--- config.mk ---
export PLATFORM = sky130hd
export DESIGN_NAME = pulse_rate_detector_core
export DESIGN_NICKNAME = d
export VERILOG_FILES = /design/src/rtl/core/prd_pkg.sv /design/src/rtl/core/prd_ring_ram.sv /design/src/rtl/core/prd_divider.sv /design/src/rtl/core/pulse_rate_detector_core.sv
export VERILOG_INCLUDE_DIRS = /design/src /design/src/rtl/core
export SDC_FILE = /design/constraint.sdc
export NUM_CORES = 2
export LEC_CHECK = 0
export BUFFER_PORTS_ARGS = -buffer_cell sky130_fd_sc_hd__buf_2
export CORE_AREA = 3 3 402 404
export CTS_BUF_LIST = sky130_fd_sc_hd__clkbuf_4 sky130_fd_sc_hd__clkbuf_8
export CTS_CLUSTER_SIZE = 24
export DETAILED_ROUTE_END_ITERATION = 16
export DIE_AREA = 0 0 405 407
export PLACE_DENSITY_LB_ADDON = 0.3
export RECOVER_POWER = 50
export REMOVE_ABC_BUFFERS = 1
export SLEW_MARGIN = 10
export SYNTH_ARGS = -nofsm -noshare
export SYNTH_HDL_FRONTEND = slang
export SYNTH_SLANG_ARGS = --single-unit
--- constraint.sdc ---
create_clock -name clk -period 18.2 [get_ports clk]
set_clock_uncertainty 0.1 [all_clocks]
set_input_delay 1.82 -clock clk [delete_from_list [all_inputs] [get_ports clk]]
set_output_delay 1.82 -clock clk [all_outputs]
set_load 0.02 [all_outputs]
--- src/rtl/core/pulse_rate_detector_core_macros.svh ---
// ----------------------------------------------------------------------------
// pulse_rate_detector_core_macros
// assertion helpers shared by the pulse rate detector rtl
// ----------------------------------------------------------------------------
`ifndef PULSE_RATE_DETECTOR_CORE_MACROS_SVH
`define PULSE_RATE_DETECTOR_CORE_MACROS_SVH
`ifndef SYNTHESIS
// plain property, checked on clk outside reset
`define PRD_ASSERT(label, prop, msg) \
  label: assert property (@(posedge clk) disable iff (!rst_n) (prop)) else $error(msg);
// overlapping implication, checked on clk outside reset
`define PRD_ASSERT_IMP(label, ante, cons, msg) \
  label: assert property (@(posedge clk) disable iff (!rst_n) (ante) |-> (cons)) \
    else $error(msg);
`else
`define PRD_ASSERT(label, prop, msg)
`define PRD_ASSERT_IMP(label, ante, cons, msg)
`endif
`endif

--- src/rtl/core/prd_pkg.sv ---
// ----------------------------------------------------------------------------
// prd_pkg
// widths, constants, register codes and shared types of the rate detector
// ----------------------------------------------------------------------------
`default_nettype none
package prd_pkg;

  // ring and fixed point
  localparam int WINDOW     = 128;
  localparam int PTR_W      = $clog2(WINDOW);
  localparam int FRAC_BITS  = 6;
  localparam int SAMPLE_W   = 10;
  localparam int FILT_W     = SAMPLE_W + FRAC_BITS;
  localparam int SUM_W      = FILT_W + PTR_W;
  localparam int THR_W      = 17;

  // rate arithmetic
  localparam int RATE_W     = 13;
  localparam int TIME_W     = 16;
  localparam int NUM_W      = 20;
  localparam int CNT_W      = $clog2(NUM_W + 1);
  localparam logic [RATE_W-1:0] RATE_MAX   = RATE_W'(4800);
  localparam logic [NUM_W-1:0]  RATE_NUM   = NUM_W'(960000);
  localparam logic [TIME_W-1:0] TIME_MAX   = TIME_W'(65535);
  localparam logic [FILT_W-1:0] FILT_RESET = FILT_W'(520 << FRAC_BITS);

  // configuration port
  localparam int CFG_IDX_W  = 3;
  localparam int CFG_DATA_W = 16;

  typedef enum logic [CFG_IDX_W-1:0] {
    REG_ALPHA      = 3'd0,
    REG_OFFSET     = 3'd1,
    REG_MIN_INT    = 3'd2,
    REG_MAX_INT    = 3'd3,
    REG_MAX_CHANGE = 3'd4,
    REG_PERIOD     = 3'd5
  } reg_idx_t;

  // sequencer
  typedef enum logic [6:0] {
    ST_IDLE = 7'b0000001,
    ST_FILT = 7'b0000010,
    ST_RING = 7'b0000100,
    ST_THR  = 7'b0001000,
    ST_DIV  = 7'b0010000,
    ST_DEC  = 7'b0100000,
    ST_DONE = 7'b1000000
  } state_t;

  // divider handshake
  typedef struct packed {
    logic start;
  } div_ctl_t;

  typedef struct packed {
    logic busy;
    logic done;
  } div_sts_t;

endpackage
`default_nettype wire

--- src/rtl/core/prd_ring_ram.sv ---
// ----------------------------------------------------------------------------
// prd_ring_ram
// single port window memory, registered read data
// ----------------------------------------------------------------------------
`default_nettype none
module prd_ring_ram (
  input  wire logic                       clk,
  input  wire logic                       rd_en,
  input  wire logic                       wr_en,
  input  wire logic [prd_pkg::PTR_W-1:0]  addr,
  input  wire logic [prd_pkg::FILT_W-1:0] wdata,
  output logic      [prd_pkg::FILT_W-1:0] rdata
);

  logic [prd_pkg::FILT_W-1:0] mem [prd_pkg::WINDOW];

  // write port
  always_ff @(posedge clk) begin
    if (wr_en) begin
      mem[addr] <= wdata;
    end
  end

  // read port, registered read data
  always_ff @(posedge clk) begin
    if (rd_en) begin
      rdata <= mem[addr];
    end
  end

endmodule
`default_nettype wire

--- src/rtl/core/prd_divider.sv ---
// ----------------------------------------------------------------------------
// prd_divider
// restoring divider, one quotient bit per cycle
// ----------------------------------------------------------------------------
`default_nettype none
module prd_divider (
  input  wire logic                       clk,
  input  wire logic                       rst_n,
  input  wire prd_pkg::div_ctl_t          ctl,
  input  wire logic [prd_pkg::NUM_W-1:0]  num,
  input  wire logic [prd_pkg::TIME_W-1:0] den,
  output prd_pkg::div_sts_t               sts,
  output logic      [prd_pkg::NUM_W-1:0]  quo
);

  logic [prd_pkg::TIME_W:0]   rem_r;
  logic [prd_pkg::NUM_W-1:0]  quo_r;
  logic [prd_pkg::TIME_W-1:0] den_r;
  logic [prd_pkg::CNT_W-1:0]  cnt_r;
  logic                       busy_r;
  logic                       done_r;
  logic [prd_pkg::TIME_W:0]   trial;
  logic                       fits;

  // one trial subtraction
  always_comb begin
    trial = {rem_r[prd_pkg::TIME_W-1:0], quo_r[prd_pkg::NUM_W-1]};
    fits  = trial >= {1'b0, den_r};
  end

  // control
  always_ff @(posedge clk) begin
    if (!rst_n) begin
      busy_r <= 1'b0;
      done_r <= 1'b0;
      cnt_r  <= '0;
    end else begin
      done_r <= 1'b0;
      if (ctl.start) begin
        busy_r <= 1'b1;
        cnt_r  <= prd_pkg::CNT_W'(prd_pkg::NUM_W);
      end else if (busy_r) begin
        cnt_r <= cnt_r - 1'b1;
        if (cnt_r == prd_pkg::CNT_W'(1)) begin
          busy_r <= 1'b0;
          done_r <= 1'b1;
        end
      end
    end
  end

  // datapath
  always_ff @(posedge clk) begin
    if (ctl.start) begin
      rem_r <= '0;
      quo_r <= num;
      den_r <= den;
    end else if (busy_r) begin
      rem_r <= fits ? trial - {1'b0, den_r} : trial;
      quo_r <= {quo_r[prd_pkg::NUM_W-2:0], fits};
    end
  end

  assign sts.busy = busy_r;
  assign sts.done = done_r;
  assign quo      = quo_r;

endmodule
`default_nettype wire

--- src/rtl/core/pulse_rate_detector_core.sv ---
// ----------------------------------------------------------------------------
// pulse_rate_detector_core
// heart rate peak detector with an adaptive threshold over a sample window
// ----------------------------------------------------------------------------
// Usage:
//  in_* carries one 10-bit sensor sample per item; out_* returns exactly one
//  result item per sample (rates in 1/16 BPM, flags, threshold in Q6).
//  cfg_wr_en writes register cfg_index with cfg_data in the same cycle;
//  write only while no sample is in flight.
//  An item without a pulse passes the filter, window, threshold, decision and
//  done steps before out_valid; a pulse adds a pass through the serial divider
//  (a 20-bit quotient) between threshold and decision. The sequencer returns
//  to idle as the result enters the output register, so a new sample is
//  accepted only after the previous one has been handed off there.
//  The result sits in an output register: a stalled receiver does not stop
//  the next item from being accepted and processed, only its hand-off.
//  Reset loads the default registers and resets the rate state, the lowest
//  rate to RATE_MAX; the window memory needs no clearing pass, its entries
//  count as zero until the ring has wrapped once.
// ----------------------------------------------------------------------------
`default_nettype none
`include "pulse_rate_detector_core_macros.svh"
module pulse_rate_detector_core (
  input  wire logic                           clk,
  input  wire logic                           rst_n,
  input  wire logic                           in_valid,
  output logic                                in_ready,
  input  wire logic [prd_pkg::SAMPLE_W-1:0]   in_sample,
  output logic                                out_valid,
  input  wire logic                           out_ready,
  output logic      [prd_pkg::RATE_W-1:0]     out_current_rate,
  output logic      [prd_pkg::RATE_W-1:0]     out_lowest_rate,
  output logic      [prd_pkg::RATE_W-1:0]     out_highest_rate,
  output logic                                out_pulse_accepted,
  output logic                                out_pulse_rejected,
  output logic                                out_rate_valid,
  output logic                                out_timed_out,
  output logic      [prd_pkg::THR_W-1:0]      out_threshold_level,
  input  wire logic                           cfg_wr_en,
  input  wire logic [prd_pkg::CFG_IDX_W-1:0]  cfg_index,
  input  wire logic [prd_pkg::CFG_DATA_W-1:0] cfg_data
);

  localparam int FW = prd_pkg::FILT_W;
  localparam int RW = prd_pkg::RATE_W;
  localparam int TW = prd_pkg::TIME_W;

  // configuration registers
  logic [8:0]  alpha_r;
  logic [7:0]  offset_r;
  logic [TW-1:0] min_int_r;
  logic [TW-1:0] max_int_r;
  logic [RW-1:0] max_change_r;
  logic [9:0]  period_r;

  // state
  prd_pkg::state_t state_r, state_nxt;
  logic [prd_pkg::SAMPLE_W-1:0] sample_r;
  logic [FW-1:0]               fv_r, fv_nxt;
  logic [prd_pkg::PTR_W-1:0]   ptr_r;
  logic                        wrapped_r;
  logic [prd_pkg::SUM_W-1:0]   sum_r, sum_nxt;
  logic [prd_pkg::THR_W-1:0]   thr_r, thr_nxt;
  logic                        pulse_r;
  logic [TW-1:0]               since_r, since_nxt;
  logic [RW-1:0]               rate_now_r, rate_now_nxt;
  logic [RW-1:0]               last_good_r, last_good_nxt;
  logic [RW-1:0]               rate_low_r, rate_low_nxt;
  logic [RW-1:0]               rate_high_r, rate_high_nxt;
  logic                        seen_r, seen_nxt;
  logic                        acc_r, acc_nxt;
  logic                        rej_r, rej_nxt;
  logic                        tout_r, tout_nxt;
  logic                        out_valid_r;
  logic                        slot_free;

  // memory and divider hookup
  logic [FW-1:0]               ram_rdata;
  logic [FW-1:0]               old_entry;
  prd_pkg::div_ctl_t           div_ctl;
  prd_pkg::div_sts_t           div_sts;
  logic [prd_pkg::NUM_W-1:0]   div_num;
  logic [prd_pkg::NUM_W-1:0]   div_quo;
  logic [prd_pkg::NUM_W-1:0]   quo_r;

  // combinational helpers
  logic [8:0]                  alpha_sat;
  logic [FW-1:0]               raw_q;
  logic [24:0]                 prod_new, prod_old;
  logic [25:0]                 filt_sum;
  logic                        pulse_now;
  logic [RW-1:0]               rate_sat;
  logic [RW-1:0]               rate_diff;
  logic [TW-1:0]               since_a, since_b;
  logic [TW:0]                 since_add;

  assign in_ready  = (state_r == prd_pkg::ST_IDLE);
  assign slot_free = !out_valid_r || out_ready;
  assign raw_q     = {sample_r, prd_pkg::FRAC_BITS'(0)};
  assign old_entry = wrapped_r ? ram_rdata : '0;

  // configuration writes
  always_ff @(posedge clk) begin
    if (!rst_n) begin
      alpha_r      <= 9'd51;
      offset_r     <= 8'd1;
      min_int_r    <= TW'(300);
      max_int_r    <= TW'(2000);
      max_change_r <= RW'(320);
      period_r     <= 10'd50;
    end else if (cfg_wr_en) begin
      case (cfg_index)
        prd_pkg::REG_ALPHA:      alpha_r      <= cfg_data[8:0];
        prd_pkg::REG_OFFSET:     offset_r     <= cfg_data[7:0];
        prd_pkg::REG_MIN_INT:    min_int_r    <= cfg_data;
        prd_pkg::REG_MAX_INT:    max_int_r    <= cfg_data;
        prd_pkg::REG_MAX_CHANGE: max_change_r <= cfg_data[RW-1:0];
        prd_pkg::REG_PERIOD:     period_r     <= cfg_data[9:0];
        default: begin
        end
      endcase
    end
  end

  // low-pass filter
  always_comb begin
    alpha_sat = (alpha_r > 9'd256) ? 9'd256 : alpha_r;
    prod_new  = alpha_sat * raw_q;
    prod_old  = (9'd256 - alpha_sat) * fv_r;
    filt_sum  = {1'b0, prod_new} + {1'b0, prod_old} + 26'd128;
    fv_nxt    = filt_sum[FW+7:8];
  end

  // window sum, threshold, pulse test and divider numerator
  always_comb begin
    sum_nxt = sum_r - prd_pkg::SUM_W'(old_entry) + prd_pkg::SUM_W'(fv_r);
    thr_nxt = prd_pkg::THR_W'(sum_r >> prd_pkg::PTR_W)
            + prd_pkg::THR_W'({offset_r, prd_pkg::FRAC_BITS'(0)});
    pulse_now = (prd_pkg::THR_W'(raw_q) > thr_nxt) && (since_r > min_int_r)
              && (since_r != '0);
    div_num = prd_pkg::RATE_NUM + prd_pkg::NUM_W'(since_r >> 1);
  end

  // pulse decision, timeout and elapsed time
  always_comb begin
    rate_sat      = (quo_r > prd_pkg::NUM_W'(prd_pkg::RATE_MAX)) ? prd_pkg::RATE_MAX
                                                                 : quo_r[RW-1:0];
    rate_diff     = (rate_sat > last_good_r) ? rate_sat - last_good_r
                                             : last_good_r - rate_sat;
    rej_nxt       = pulse_r && seen_r && (rate_diff > max_change_r);
    acc_nxt       = pulse_r && !rej_nxt;
    rate_now_nxt  = acc_nxt ? rate_sat : rate_now_r;
    last_good_nxt = acc_nxt ? rate_sat : last_good_r;
    rate_low_nxt  = (acc_nxt && rate_sat < rate_low_r) ? rate_sat : rate_low_r;
    rate_high_nxt = (acc_nxt && rate_sat > rate_high_r) ? rate_sat : rate_high_r;
    seen_nxt      = acc_nxt ? 1'b1 : seen_r;
    since_a       = acc_nxt ? '0 : since_r;
    tout_nxt      = since_a > max_int_r;
    if (tout_nxt) begin
      rate_now_nxt = '0;
      seen_nxt     = 1'b0;
    end
    since_b   = tout_nxt ? '0 : since_a;
    since_add = {1'b0, since_b} + (TW + 1)'(period_r);
    since_nxt = since_add[TW] ? prd_pkg::TIME_MAX : since_add[TW-1:0];
  end

  // sequencer
  always_comb begin
    state_nxt     = state_r;
    div_ctl.start = 1'b0;
    case (state_r)
      prd_pkg::ST_IDLE: if (in_valid) state_nxt = prd_pkg::ST_FILT;
      prd_pkg::ST_FILT: state_nxt = prd_pkg::ST_RING;
      prd_pkg::ST_RING: state_nxt = prd_pkg::ST_THR;
      prd_pkg::ST_THR: begin
        div_ctl.start = pulse_now;
        state_nxt     = pulse_now ? prd_pkg::ST_DIV : prd_pkg::ST_DEC;
      end
      prd_pkg::ST_DIV:  if (div_sts.done) state_nxt = prd_pkg::ST_DEC;
      prd_pkg::ST_DEC:  state_nxt = prd_pkg::ST_DONE;
      prd_pkg::ST_DONE: if (slot_free) state_nxt = prd_pkg::ST_IDLE;
      default:          state_nxt = prd_pkg::ST_IDLE;
    endcase
  end

  // control and rate state
  always_ff @(posedge clk) begin
    if (!rst_n) begin
      state_r     <= prd_pkg::ST_IDLE;
      fv_r        <= prd_pkg::FILT_RESET;
      ptr_r       <= '0;
      wrapped_r   <= 1'b0;
      sum_r       <= '0;
      since_r     <= '0;
      rate_now_r  <= '0;
      last_good_r <= '0;
      rate_low_r  <= prd_pkg::RATE_MAX;
      rate_high_r <= '0;
      seen_r      <= 1'b0;
      out_valid_r <= 1'b0;
    end else begin
      state_r <= state_nxt;
      if (state_r == prd_pkg::ST_FILT) begin
        fv_r <= fv_nxt;
      end
      if (state_r == prd_pkg::ST_RING) begin
        sum_r <= sum_nxt;
        ptr_r <= ptr_r + 1'b1;
        if (ptr_r == prd_pkg::PTR_W'(prd_pkg::WINDOW - 1)) begin
          wrapped_r <= 1'b1;
        end
      end
      if (state_r == prd_pkg::ST_DEC) begin
        since_r     <= since_nxt;
        rate_now_r  <= rate_now_nxt;
        last_good_r <= last_good_nxt;
        rate_low_r  <= rate_low_nxt;
        rate_high_r <= rate_high_nxt;
        seen_r      <= seen_nxt;
      end
      if (state_r == prd_pkg::ST_DONE && slot_free) begin
        out_valid_r <= 1'b1;
      end else if (out_ready) begin
        out_valid_r <= 1'b0;
      end
    end
  end

  // per-item payload registers
  always_ff @(posedge clk) begin
    if (in_valid && in_ready) begin
      sample_r <= in_sample;
    end
    if (state_r == prd_pkg::ST_THR) begin
      thr_r   <= thr_nxt;
      pulse_r <= pulse_now;
    end
    if (state_r == prd_pkg::ST_DIV && div_sts.done) begin
      quo_r <= div_quo;
    end
    if (state_r == prd_pkg::ST_DEC) begin
      acc_r  <= acc_nxt;
      rej_r  <= rej_nxt;
      tout_r <= tout_nxt;
    end
    if (state_r == prd_pkg::ST_DONE && slot_free) begin
      out_current_rate    <= rate_now_r;
      out_lowest_rate     <= rate_low_r;
      out_highest_rate    <= rate_high_r;
      out_pulse_accepted  <= acc_r;
      out_pulse_rejected  <= rej_r;
      out_rate_valid      <= seen_r;
      out_timed_out       <= tout_r;
      out_threshold_level <= thr_r;
    end
  end

  assign out_valid = out_valid_r;

  // window memory
  prd_ring_ram u_ring (
    .clk   (clk),
    .rd_en (state_r == prd_pkg::ST_FILT),
    .wr_en (state_r == prd_pkg::ST_RING),
    .addr  (ptr_r),
    .wdata (fv_r),
    .rdata (ram_rdata)
  );

  // interval divider
  prd_divider u_div (
    .clk   (clk),
    .rst_n (rst_n),
    .ctl   (div_ctl),
    .num   (div_num),
    .den   (since_r),
    .sts   (div_sts),
    .quo   (div_quo)
  );

  // checks
  `PRD_ASSERT_IMP(a_accept_starts, in_valid && in_ready, ##1 !in_ready,
                  "item accepted but sequencer stayed idle")
  `PRD_ASSERT_IMP(a_div_done_state, div_sts.done, state_r == prd_pkg::ST_DIV,
                  "divider finished outside the divide step")
  `PRD_ASSERT_IMP(a_out_from_done, $rose(out_valid_r), $past(state_r) == prd_pkg::ST_DONE,
                  "result raised without a finished item")
  `PRD_ASSERT(a_rate_range, rate_now_r <= prd_pkg::RATE_MAX && rate_high_r <= prd_pkg::RATE_MAX,
              "rate above the saturation limit")
  `PRD_ASSERT_IMP(a_flags_excl, out_valid_r, !(out_pulse_accepted && out_pulse_rejected),
                  "pulse both accepted and rejected")

endmodule
`default_nettype wire
==> results.md <==
* Crit-path max FO at 92
* Hold_buf cts at 0
* Layout cell share with drive strength beyond 1 at 13.11%
* Type of the worst min-delay path: reg2reg
* Cell row count at 146
* Overflow after GRT at 0
* Area grow syn2layout at 10.34%
* DR DRC count at 0
* Reg clk slew, reported paths at 0.07 ns
* Vias in the first global route at 65,050
* Hold_sp: thr_r[15]$_DFFE_PN_
* Reg2Reg Setup Slack at 7.33 ns
* Fmax at 91.99 MHz
* CP Launch Type: flip-flop
* Via/cell ratio at 6.773
* Tightest Pin Transition at 4.755 ns
* Finish-stage setup viols at 0
* Crit-path slowest cell: clkbuf_1
* Final nets at 7,872
* Failing checks: capacitance limit, slew limit
* Most used cell, CP: fa_1
* Reg2Reg Depth at 20
* Hold Path End: out_threshold_level[15]$_DFFE_PP_
* CP max stage delay at 3.32 ns
* CTS tree: yes
* Hold depth at 0
* Max-cap violations at 39
* #FFs+latches synth at 2,430
* PostCTS Resize Cnt at 0
* Max H-tree Level at 5
* Final min period at 10.87 ns
* Sinks on Clock Net at 2,430
* Yosys warning count at 0
* 1st-iter DRT viols at 9,384
* Setup crit end kind: flip-flop
* Root buf cell: clkbuf_8
* Drt total wl at 285,900 um
* Worst reg2reg endpoint: fv_r[15]$_SDFFE_PN1P_
* Crit path arrival time at 11.70 ns
* Slew Viols, Final at 2,500
* Yosys cell types at 97
* WHS at 0.3193 ns
* Largest net degree at the start of global routing at 105
* Overall Power at 14.41 mW
* Post-DRT Antenna Nets at 0
* Mapped Avg Cell Area at 14.64 sq um
* DP Area at 106,400 sq um
* Peak VDD IR at 0.0002591 V
* Status: finished with violations
* Core area at 158,200 sq um
* Routability cong. at 0.9495
* Cells after synthesis at 7,034
* DP Wirelength at 170,200 um
* Number of synthesized flops with an enable pin at 2,211
* Vias at 65,990
* Unrepaired setup endpoints after global routing: no
* Starting Density at 65.07%
* Port Buffers at 95
* Setup CP Type: reg2reg
* Die height at 407 um
* Final WS setup at 7.330 ns
* Reg-to-Reg Start: fv_r[4]$_SDFFE_PN0P_
* Slew headroom at -217.0%
* Setup WS pre-CTS at 7.429 ns
* Setup bufs post-CTS at 0
* Period utilization at 59.73%
* Initial antenna violation count at 15
* Final hold viol count at 0
* Finished Cell Area at 113,600 sq um
* Routed length per instance at 29.34 um
* Tot GR Track Use at 34.61%
* Asr flop ratio synth at 0%
* Die area at 164,800 sq um
* WP data required at 19.03 ns
* Worst path cell trace: clkbuf_1 -> inv_1 -> nor2_1 -> fa_1 -> inv_1 -> fa_1 -> fa_1 -> fa_1 -> inv_1 -> fa_1 -> ha_1 -> a21oi_1 -> a21o_1 -> nand3_1 -> o21a_1 -> a41o_1 -> or3_1 -> a31oi_2 -> xnor2_1 -> a21oi_1
* Worst-Skew Late Latency at 1.11 ns
* TritonCTS buffer count at 383
* Top FF cell, synth: edfxtp_1
* Core Util, Final at 71.80%
* 1st-pass router iterations at 8
* Syn Std Cell Area at 102,900 sq um
* Cell Pwr Density at 126.9 nW/um^2
* # IOs at 96
* P_leak at 38.98 nW
* Clock buffer depth at 4
* Die width at 405 um
* Sequential-to-total area share from yosys stat at 68.75%
* First-pass GRT wire length at 418,300 um
[cells by family after synthesis]
| family | synth area share [%] |
|---|---|
| muxes | 1.330 |
| DFF | 68.75 |
| buffers and inverters | 3.267 |
| AOI/OAI and AO/OA | 12.51 |
| and+or+nand+nor | 6.106 |
| adders and majority gates | 7.132 |
| other | 0.007295 |
| xor gates and xnor gates | 0.8933 |
[Yosys cell counts (all sizes together) (113+ instances only)]
library cell	number	area (sq um)
a22oi	699	5248
ha	258	3228
a221oi	147	1294
edfxtp	2211	66390
o21ai	168	855.8
dfxtp	219	4384
a22o	113	989.7
inv	439	1650
fa	205	4104
clkbuf	179	671.9
nor2	314	1181
nand2	518	1952
a21oi	157	785.8
buf	207	1037
[registers in the layout, indices dropped and copies added (netlist names), 17 cells and up]
name	flops
u_div.quo	20
quo_r	20
out_threshold_level	17
thr_r	17
sum_r	23
u_ring.mem	2048
[critical path: cells and delay by family (launching register included)]
family / cells / cell delay [ns]
buffers and inverters: 4 / 4.38
flip-flops: 1 / 1.50
AND/OR/NAND/NOR: 3 / 0.77
adder cells (fa/ha/maj): 6 / 2.59
XOR/XNOR: 1 / 0.13
AO/OA/AOI/OAI: 6 / 1.23
[placed cells by master, fill, tap and decap left out, drive strengths merged, types with 20 or more instances in the layout]
| cell | count |
|---|---|
| o21ai | 168 |
| nand4 | 105 |
| xnor2 | 65 |
| dfxtp | 219 |
| o211ai | 41 |
| a22o | 113 |
| a22oi | 699 |
| mux2 | 34 |
| nand2b | 25 |
| mux2i | 67 |
| nand2 | 518 |
| nor2b | 58 |
| buf | 305 |
| nor2 | 314 |
| a31oi | 86 |
| nor4 | 30 |
| fa | 205 |
| a41oi | 58 |
| a21boi | 73 |
| clkbuf | 543 |
| ha | 258 |
| clkinv | 131 |
| a221oi | 147 |
| a21o | 49 |
| inv | 443 |
| o21a | 20 |
| xor2 | 40 |
| edfxtp | 2211 |
| a21oi | 157 |
| a211oi | 22 |
| nand3 | 73 |
| nor3 | 42 |
| and2 | 101 |
[report_power, final]
group	internal, mW	switching (mW)
registers	6.37	0.159
clock network	2.43	2.09
logic	1.39	1.99
total	10.2	4.23
[cell type report]
type	count	area, sq um
antenna	12	30.03
clock buffer	519	6399
clock inverter	150	952.2
fill	9820	44610
inverter	440	1654
multi-input combinational	3791	28910
sequential	2430	70790
tap	2072	2592
timing repair buffer	329	2257
[metal layers]
| layer | track usage [%] | up-vias | wire, um |
|---|---|---|---|
| met1 | 44.78 | 32270 | 100100 |
| met2 | 53.13 | 4942 | 130700 |
| met3 | 10.20 | 994 | 37870 |
| met4 | 18.96 | 12 | 16950 |
| li1 | - | 27770 | - |
| met5 | 0.6839 | - | 253 |
[stage by stage]
stage          std cells  setup TNS, ns
2_1_floorplan       6661        -184.26
3_3_place_gp        9061              0
3_5_place_dp        9061              0
4_1_cts             9730              0
5_1_grt             9734              0
6_report            9743              0
[worst max path at each step]
stage | startpoint | to | slack, ns
floorplan | ptr_r[1]$_SDFFE_PN0P_ | u_ring.mem[102][0]$_DFFE_PP_ | -0.72
global placement | quo_r[16]$_DFFE_PP_ | since_r[1]$_SDFFE_PN0P_ | 7.60
detailed placement | quo_r[16]$_DFFE_PP_ | since_r[1]$_SDFFE_PN0P_ | 7.43
CTS | quo_r[16]$_DFFE_PP_ | since_r[1]$_SDFFE_PN0P_ | 7.38
global route | quo_r[15]$_DFFE_PP_ | since_r[0]$_SDFFE_PN0P_ | 6.51
finish | fv_r[4]$_SDFFE_PN0P_ | fv_r[15]$_SDFFE_PN1P_ | 7.33
Power figures use the tool's default switching activity.
